[config.mk]
export PLATFORM = sky130hd
export DESIGN_NAME = positional_list_engine
export DESIGN_NICKNAME = d
export VERILOG_FILES = /design/src/rtl/core/pls_pkg.sv /design/src/rtl/core/positional_list_engine.sv /design/src/rtl/core/pls_cell.sv
export SDC_FILE = /design/constraint.sdc
export NUM_CORES = 2
export LEC_CHECK = 0
export BUFFER_PORTS_ARGS = -buffer_cell sky130_fd_sc_hd__buf_4
export CAP_MARGIN = 10
export CORE_MARGIN = 8
export CORE_UTILIZATION = 60
export CTS_CLUSTER_DIAMETER = 120
export CTS_CLUSTER_SIZE = 10
export DETAILED_ROUTE_END_ITERATION = 6
export GPL_ROUTABILITY_DRIVEN = 0
export HOLD_SLACK_MARGIN = 0.03
export PLACE_DENSITY = 0.77
export SLEW_MARGIN = 10
export SYNTH_ARGS = -nofsm -noshare
export SYNTH_HDL_FRONTEND = slang
export SYNTH_HIERARCHICAL = 1
export SYNTH_SLANG_ARGS = --single-unit
[constraint.sdc]
create_clock -name clk -period 19 [get_ports clk]
set_input_delay 3.8 -clock clk [delete_from_list [all_inputs] [get_ports clk]]
set_output_delay 3.8 -clock clk [all_outputs]
set_load 0.02 [all_outputs]
[src/rtl/core/pls_pkg.sv]
// ----------------------------------------------------------------------------
// pls_pkg
// Shared types and codes for the positional list engine: command and status
// codes, the control word broadcast to every cell, and the search carry.
// ----------------------------------------------------------------------------
package pls_pkg;

	localparam int CAPACITY_DEF = 16;
	localparam int POS_W        = 8;
	localparam int DATA_W       = 32;
	localparam int STAT_W       = 2;
	localparam int CMD_W        = 3;

	typedef enum logic [CMD_W-1:0] {
		CMD_CLEAR  = 3'd0,
		CMD_PUSH_H = 3'd1,
		CMD_PUSH_T = 3'd2,
		CMD_INSERT = 3'd3,
		CMD_DELETE = 3'd4,
		CMD_GET    = 3'd5,
		CMD_FIND   = 3'd6
	} cmd_t;

	localparam logic [STAT_W-1:0] ST_OK       = 2'd0;
	localparam logic [STAT_W-1:0] ST_BADPOS   = 2'd1;
	localparam logic [STAT_W-1:0] ST_FULL     = 2'd2;
	localparam logic [STAT_W-1:0] ST_NOTFOUND = 2'd3;

	typedef enum logic [1:0] {
		M_HOLD  = 2'd0,
		M_OPEN  = 2'd1,
		M_CLOSE = 2'd2,
		M_PROBE = 2'd3
	} cell_mode_t;

	typedef struct packed {
		cell_mode_t        mode;
		logic              find;
		logic [POS_W-1:0]  slot;
		logic [POS_W-1:0]  count;
		logic [DATA_W-1:0] value;
	} cell_ctl_t;

	typedef struct packed {
		logic              hit;
		logic [DATA_W-1:0] data;
		logic [POS_W-1:0]  pos;
	} carry_t;

endpackage

[src/rtl/core/positional_list_engine.sv]
// ----------------------------------------------------------------------------
// positional_list_engine
// Bounded ordered list of signed words held in a chain of cells: clear, push,
// insert and delete by position, get by position, find first match.
// ----------------------------------------------------------------------------
// channel   dir  handshake              payload
// req       in   req_valid/req_ready    command, position, value
// rsp       out  rsp_valid/rsp_ready    status, read_value, found_position, length
//
// Clear, push, insert, delete, unknown codes and a get with a bad position
// finish at the accept edge; the response is valid in the next cycle.
// Get and find respond after a search: the accept edge flags matches, the scan
// state ripples the first match down the chain of carry registers, and its
// last edge loads the response; the next request waits until the scan ends.
// A new request is taken only with no search running and the response
// register empty or draining. Reset clears the element count; the length output and cell data are not reset.
// ----------------------------------------------------------------------------
module positional_list_engine #(
	parameter int CAPACITY = pls_pkg::CAPACITY_DEF
) (
	input  logic                              clk,
	input  logic                              arst_n,
	input  logic                              req_valid,
	output logic                              req_ready,
	input  logic [pls_pkg::CMD_W-1:0]         command,
	input  logic [pls_pkg::POS_W-1:0]         position,
	input  logic signed [pls_pkg::DATA_W-1:0] value,
	output logic                              rsp_valid,
	input  logic                              rsp_ready,
	output logic [pls_pkg::STAT_W-1:0]        status,
	output logic signed [pls_pkg::DATA_W-1:0] read_value,
	output logic [pls_pkg::POS_W-1:0]         found_position,
	output logic [pls_pkg::POS_W-1:0]         length
);
	import pls_pkg::*;

	localparam int CW = $clog2(CAPACITY + 1);

	typedef enum logic [1:0] {
		S_IDLE = 2'b01,
		S_SCAN = 2'b10
	} state_t;

	state_t             state_q;
	logic [CW-1:0]      cnt_q;
	logic [CW-1:0]      count_q;
	logic               find_q;
	logic               rsp_valid_q;
	logic [STAT_W-1:0]  status_q;
	logic [DATA_W-1:0]  read_value_q;
	logic [POS_W-1:0]   found_position_q;
	logic [POS_W-1:0]   length_q;

	logic               req_fire;
	logic               full;
	logic [POS_W:0]     pos9;
	logic [POS_W:0]     cnt9;
	logic               pos_ok_ins;
	logic               pos_ok_rd;
	logic [POS_W-1:0]   slot_pos;
	cell_ctl_t          ctl;
	logic [CW-1:0]      count_d;
	logic [STAT_W-1:0]  status_d;
	logic               scan_go;
	logic               scan_done;
	carry_t             last_carry;

	logic [DATA_W-1:0]  data_w  [CAPACITY];
	logic [DATA_W-1:0]  left_w  [CAPACITY];
	logic [DATA_W-1:0]  right_w [CAPACITY];
	carry_t             cin_w   [CAPACITY];
	carry_t             carry_w [CAPACITY];

	assign req_ready = (state_q == S_IDLE) && (!rsp_valid_q || rsp_ready);
	assign req_fire  = req_valid && req_ready;
	assign full      = (count_q == CW'(CAPACITY));
	assign pos9      = {1'b0, position};
	assign cnt9      = (POS_W+1)'(count_q);
	assign pos_ok_ins = (position != '0) && (pos9 <= cnt9 + (POS_W+1)'(1));
	assign pos_ok_rd  = (position != '0) && (pos9 <= cnt9);
	assign slot_pos   = position - POS_W'(1);
	assign scan_done  = (state_q == S_SCAN) && (cnt_q == CW'(CAPACITY));
	assign last_carry = carry_w[CAPACITY-1];

	always_comb begin
		ctl.mode  = M_HOLD;
		ctl.find  = 1'b0;
		ctl.slot  = '0;
		ctl.count = POS_W'(count_q);
		ctl.value = value;
		count_d   = count_q;
		status_d  = ST_OK;
		scan_go   = 1'b0;
		if (req_fire) begin
			unique case (cmd_t'(command))
				CMD_CLEAR: begin
					count_d = '0;
				end
				CMD_PUSH_H: begin
					if (full) begin
						status_d = ST_FULL;
					end else begin
						ctl.mode = M_OPEN;
						count_d  = count_q + CW'(1);
					end
				end
				CMD_PUSH_T: begin
					if (full) begin
						status_d = ST_FULL;
					end else begin
						ctl.mode = M_OPEN;
						ctl.slot = POS_W'(count_q);
						count_d  = count_q + CW'(1);
					end
				end
				CMD_INSERT: begin
					if (!pos_ok_ins) begin
						status_d = ST_BADPOS;
					end else if (full) begin
						status_d = ST_FULL;
					end else begin
						ctl.mode = M_OPEN;
						ctl.slot = slot_pos;
						count_d  = count_q + CW'(1);
					end
				end
				CMD_DELETE: begin
					if (!pos_ok_rd) begin
						status_d = ST_BADPOS;
					end else begin
						ctl.mode = M_CLOSE;
						ctl.slot = slot_pos;
						count_d  = count_q - CW'(1);
					end
				end
				CMD_GET: begin
					if (!pos_ok_rd) begin
						status_d = ST_BADPOS;
					end else begin
						ctl.mode = M_PROBE;
						ctl.slot = slot_pos;
						scan_go  = 1'b1;
					end
				end
				CMD_FIND: begin
					ctl.mode = M_PROBE;
					ctl.find = 1'b1;
					scan_go  = 1'b1;
				end
				default: ;
			endcase
		end
	end

	for (genvar i = 0; i < CAPACITY; i++) begin : g_cell
		if (i == 0) begin : g_head
			assign left_w[i] = '0;
			assign cin_w[i]  = '0;
		end else begin : g_body
			assign left_w[i] = data_w[i-1];
			assign cin_w[i]  = carry_w[i-1];
		end
		if (i == CAPACITY - 1) begin : g_tail
			assign right_w[i] = data_w[i];
		end else begin : g_mid
			assign right_w[i] = data_w[i+1];
		end

		pls_cell #(
			.IDX(i)
		) u_cell (
			.clk       (clk),
			.arst_n    (arst_n),
			.ctl       (ctl),
			.left_data (left_w[i]),
			.right_data(right_w[i]),
			.carry_in  (cin_w[i]),
			.data      (data_w[i]),
			.carry_out (carry_w[i])
		);
	end

	always_ff @(posedge clk or negedge arst_n) begin
		if (!arst_n) begin
			state_q     <= S_IDLE;
			cnt_q       <= '0;
			count_q     <= '0;
			find_q      <= 1'b0;
			rsp_valid_q <= 1'b0;
		end else begin
			count_q <= count_d;
			unique case (state_q)
				S_IDLE: begin
					if (scan_go) begin
						state_q <= S_SCAN;
						cnt_q   <= '0;
						find_q  <= ctl.find;
					end
				end
				S_SCAN: begin
					cnt_q <= cnt_q + CW'(1);
					if (scan_done) begin
						state_q <= S_IDLE;
					end
				end
			endcase
			if ((req_fire && !scan_go) || scan_done) begin
				rsp_valid_q <= 1'b1;
			end else if (rsp_ready) begin
				rsp_valid_q <= 1'b0;
			end
		end
	end

	always_ff @(posedge clk) begin
		if (req_fire && !scan_go) begin
			status_q         <= status_d;
			read_value_q     <= '0;
			found_position_q <= '0;
			length_q         <= POS_W'(count_d);
		end else if (scan_done) begin
			length_q <= POS_W'(count_q);
			if (find_q) begin
				status_q         <= last_carry.hit ? ST_OK : ST_NOTFOUND;
				read_value_q     <= '0;
				found_position_q <= last_carry.hit ? last_carry.pos : '0;
			end else begin
				status_q         <= ST_OK;
				read_value_q     <= last_carry.data;
				found_position_q <= '0;
			end
		end
	end

	assign rsp_valid      = rsp_valid_q;
	assign status         = status_q;
	assign read_value     = read_value_q;
	assign found_position = found_position_q;
	assign length         = length_q;

`ifndef SYNTH
	a_req_leads_on: assert property (@(posedge clk) disable iff (!arst_n)
		req_valid && req_ready |=> rsp_valid || state_q == S_SCAN)
		else $error("request neither answered nor searching");

	a_count_bound: assert property (@(posedge clk) disable iff (!arst_n)
		count_q <= CW'(CAPACITY))
		else $error("element count above capacity");

	a_scan_quiet: assert property (@(posedge clk) disable iff (!arst_n)
		state_q == S_SCAN |-> !rsp_valid && !req_ready)
		else $error("handshake active during search");

	a_found_ok: assert property (@(posedge clk) disable iff (!arst_n)
		rsp_valid && found_position != '0 |-> status == ST_OK && read_value == '0)
		else $error("found position with bad status or data");
`endif

endmodule

[src/rtl/core/pls_cell.sv]
// ----------------------------------------------------------------------------
// pls_cell
// One list slot. Shifts with its neighbors on insert and delete, flags a
// match on a probe, and passes the first match down the chain.
// ----------------------------------------------------------------------------
module pls_cell #(
	parameter int IDX = 0
) (
	input  logic                      clk,
	input  logic                      arst_n,
	input  pls_pkg::cell_ctl_t        ctl,
	input  logic [pls_pkg::DATA_W-1:0] left_data,
	input  logic [pls_pkg::DATA_W-1:0] right_data,
	input  pls_pkg::carry_t           carry_in,
	output logic [pls_pkg::DATA_W-1:0] data,
	output pls_pkg::carry_t           carry_out
);
	import pls_pkg::*;

	localparam logic [POS_W-1:0] IDX_P = POS_W'(IDX);
	localparam logic [POS_W-1:0] POS_P = POS_W'(IDX + 1);

	logic [DATA_W-1:0] data_q;
	logic              hit_q;
	carry_t            carry_q;

	always_ff @(posedge clk) begin
		unique case (ctl.mode)
			M_OPEN: begin
				if (IDX_P > ctl.slot) begin
					data_q <= left_data;
				end else if (IDX_P == ctl.slot) begin
					data_q <= ctl.value;
				end
			end
			M_CLOSE: begin
				if (IDX_P >= ctl.slot) begin
					data_q <= right_data;
				end
			end
			M_PROBE: ;
			M_HOLD: ;
		endcase
	end

	always_ff @(posedge clk or negedge arst_n) begin
		if (!arst_n) begin
			hit_q   <= 1'b0;
			carry_q <= '0;
		end else begin
			if (ctl.mode == M_PROBE) begin
				hit_q <= (IDX_P < ctl.count) &&
				         (ctl.find ? (data_q == ctl.value) : (IDX_P == ctl.slot));
			end
			// earlier cells win: keep an upstream hit, else offer our own
			if (carry_in.hit) begin
				carry_q <= carry_in;
			end else begin
				carry_q <= '{hit: hit_q, data: data_q, pos: POS_P};
			end
		end
	end

	assign data      = data_q;
	assign carry_out = carry_q;

endmodule
==> out/summary.txt <==
status -> completed
GRT Resource Usage Total -> 31.6%
crit share post-route -> 42.4%
P&R area growth vs syn -> 10.5%
Cell variety after synth -> 93
pwr dens -> 91.8 nW/µm²
share of cells above drive strength 1 -> 19.1%
Finish-stage setup viols -> 0
via count -> 41100
clock root cell -> clkbuf_16
IO Port Bufs -> 95
post-CTS setup buffer count -> 0
Reg area -> 33600 µm²
worst hold endpoint -> g_cell[9].u_cell/carry_out[3]
Worst Path Class, Setup -> input port to output port
antenna violations before repair -> 2
sequential share of the synthesized area -> 55.5%
Die Ht -> 334 µm
final hold slack -> 426 ps
GR Overflow Total -> 0
Placement Cell Area -> 62600 µm²
RSZ-0062 raised after global routing -> no
R2R cell count -> 16
Clock H-tree levels -> 4
ys flop type -> dfrtp_1
DR iter-0 viols -> 4911
maximum clock rate -> 0.124 GHz
synthesis-stage register bit count -> 1245
arrival time worst endpoint -> 4250 ps
minimum clock period -> 8050 ps
antenna-violating nets left -> 0
row cnt -> 116
Ys Warns -> 6
Peak VDD IR -> 76.8 µV
drt drc -> 0
Maximum Capacitance Violations -> 0
Final Hold Vio Count -> 0
Nets -> 5125
Reg2Reg Setup Slack -> 12980 ps
TritonRoute pass-1 iters -> 7
multi-input logic area -> 26000 µm²
hold crit path type -> flop to flop
vias in the first global route -> 40800
clock-pin slew on the worst setup and hold paths -> 60 ps
CTS tree -> done
HPWL after DPL -> 119000 µm
WHS Path Cells -> 1
DRT Wirelength -> 179000 µm
pin slew with the least headroom to its limit -> 1170 ps
crit path launch type -> input port
Design Area, Final -> 66900 µm²
full die area -> 111000 µm²
core box area -> 100000 µm²
Fillers -> 7284
worst reg2reg path startpoint -> count_q[1]
Syn Inst Count -> 4892
reg2reg end -> g_cell[11].u_cell/data[7]
WL/cell -> 27.6 µm
Lkg Pwr -> 25.3 nW
clk buf depth -> 3
vias per inst -> 6.36
EDFF count, synth -> 519
CP max FO -> 2
Final Skew -> 35.0 ps
worst setup path startpoint -> rsp_ready
Num CTS Buffers -> 142
largest net degree at the start of global routing -> 150
mean post-synth cell area -> 12.4 µm²
Starting Density -> 60.5%
number of hold buffers added after cts -> 0
ys async rst share -> 55.1%
clk_lat worst skew -> 750 ps
IO Count -> 99
Worst Path Required -> 15200 ps
Cell Area, Synth -> 60500 µm²
first-pass GRT wire length -> 267000 µm
total negative setup slack -> 0 ps
Crit. End Element -> output port
Slew Viols, Final -> 0
hold path startpoint -> g_cell[8].u_cell/carry_out[3]
Rel. slew slack -> 21.7%
# resized after CTS -> 0
Die Wd -> 334 µm
CTS sink cnt -> 1245
[synthesized netlist by cell type, drive strengths merged (78+ instances only)]
master | n | share of area [%]
and2 | 97 | 1.0
buf | 137 | 1.9
clkbuf | 110 | 0.69
dfrtp | 685 | 28
edfxtp | 519 | 26
mux2 | 542 | 10
mux2i | 481 | 8.0
nand2 | 574 | 3.6
nand4 | 111 | 1.2
nor4 | 78 | 0.99
o21ai | 515 | 4.4
xnor2 | 356 | 5.2
xor2 | 165 | 2.4
[logic make-up (layout without fill, tap and decap cells)]
group | after synthesis | in the layout | synth area share [%]
flip-flops | 1245 | 1245 | 55.5
XOR/XNOR | 521 | 521 | 7.54
adder cells (fa/ha/maj) | 18 | 18 | 0.372
other | 1 | 97 | 0.00620
multiplexers | 1023 | 1023 | 18.0
buffers and inverters | 278 | 461 | 2.73
AND/OR/NAND/NOR | 1140 | 1140 | 9.55
AO/OA/AOI/OAI | 666 | 666 | 6.30
[stage by stage]
step	instances	setup WS, ps	util (%)	power, mW
2_1_floorplan	4987	3060	-	3.36
3_3_place_gp	6213	10890	62.6	3.62
3_5_place_dp	6213	10730	62.6	3.63
4_1_cts	6467	10950	66.8	6.16
5_1_grt	6468	10930	66.9	6.32
6_report	6469	10950	66.9	6.14
[routing by layer]
| layer | global-route usage [%] | vias up | share of wire (%) |
|---|---|---|---|
| met5 | 0 | - | 0 |
| met2 | 49.6 | 2355 | 46 |
| met4 | 20.8 | 0 | 7.8 |
| li1 | - | 17800 | - |
| met3 | 5.12 | 649 | 8.3 |
| met1 | 40.7 | 20300 | 38 |
[cells in the final DEF, fill, tap and decap left out, drive strengths merged, types with 72 or more instances in the layout]
cell / n
nand4: 111
nor4: 78
conb: 96
o21ai: 515
nand2: 574
a21oi: 72
xor2: 165
xnor2: 356
edfxtp: 519
and2: 97
mux2: 542
dfrtp: 685
clkbuf: 250
mux2i: 481
nand3: 72
buf: 176
[layout make-up]
| class | instances | area share [%] |
|---|---|---|
| Sequential cell | 1245 | 50.2 |
| Multi-Input combinational cell | 3464 | 38.8 |
| Clock buffer | 250 | 6.27 |
| Tap cell | 1298 | 2.43 |
| Timing Repair Buffer | 176 | 2.02 |
| Inverter | 31 | 0.174 |
| Clock inverter | 4 | 0.0730 |
| Antenna cell | 1 | 0.00374 |
[flip-flops by register name (all words and copies together) (netlist names)]
signal and count:
count_q 5, g_cell.u_cell/data 512, rsp_valid 1, g_cell.u_cell/hit_q 16
status 2, state_q 2, cnt_q 5, length 5
read_value 32, found_position 8, find_q 1, g_cell.u_cell/carry_out 656
[worst max path at each step]
stage	endpoint	slack (ps)	depth (start not counted)
after floorplan	g_cell[5].u_cell/data[0]	3060	9
after global placement	g_cell[10].u_cell/data[13]	10890	11
after detailed placement	g_cell[11].u_cell/data[27]	10730	13
after CTS	req_ready	10950	4
after global routing	req_ready	10930	4
final	req_ready	10950	4
[report_power, final]
group	internal (mW)	total, mW	switching [mW]
logic	0.232	0.579	0.347
registers	2.94	3.01	0.0790
clock network	1.48	2.55	1.06
total	4.65	6.14	1.49
[worst max-delay path, stage by stage]
cell and delay (ps):
buf_4 80, inv_1 40, a21oi_1 160, buf_4 170
Note: power is estimated with default switching activity, not from simulation.
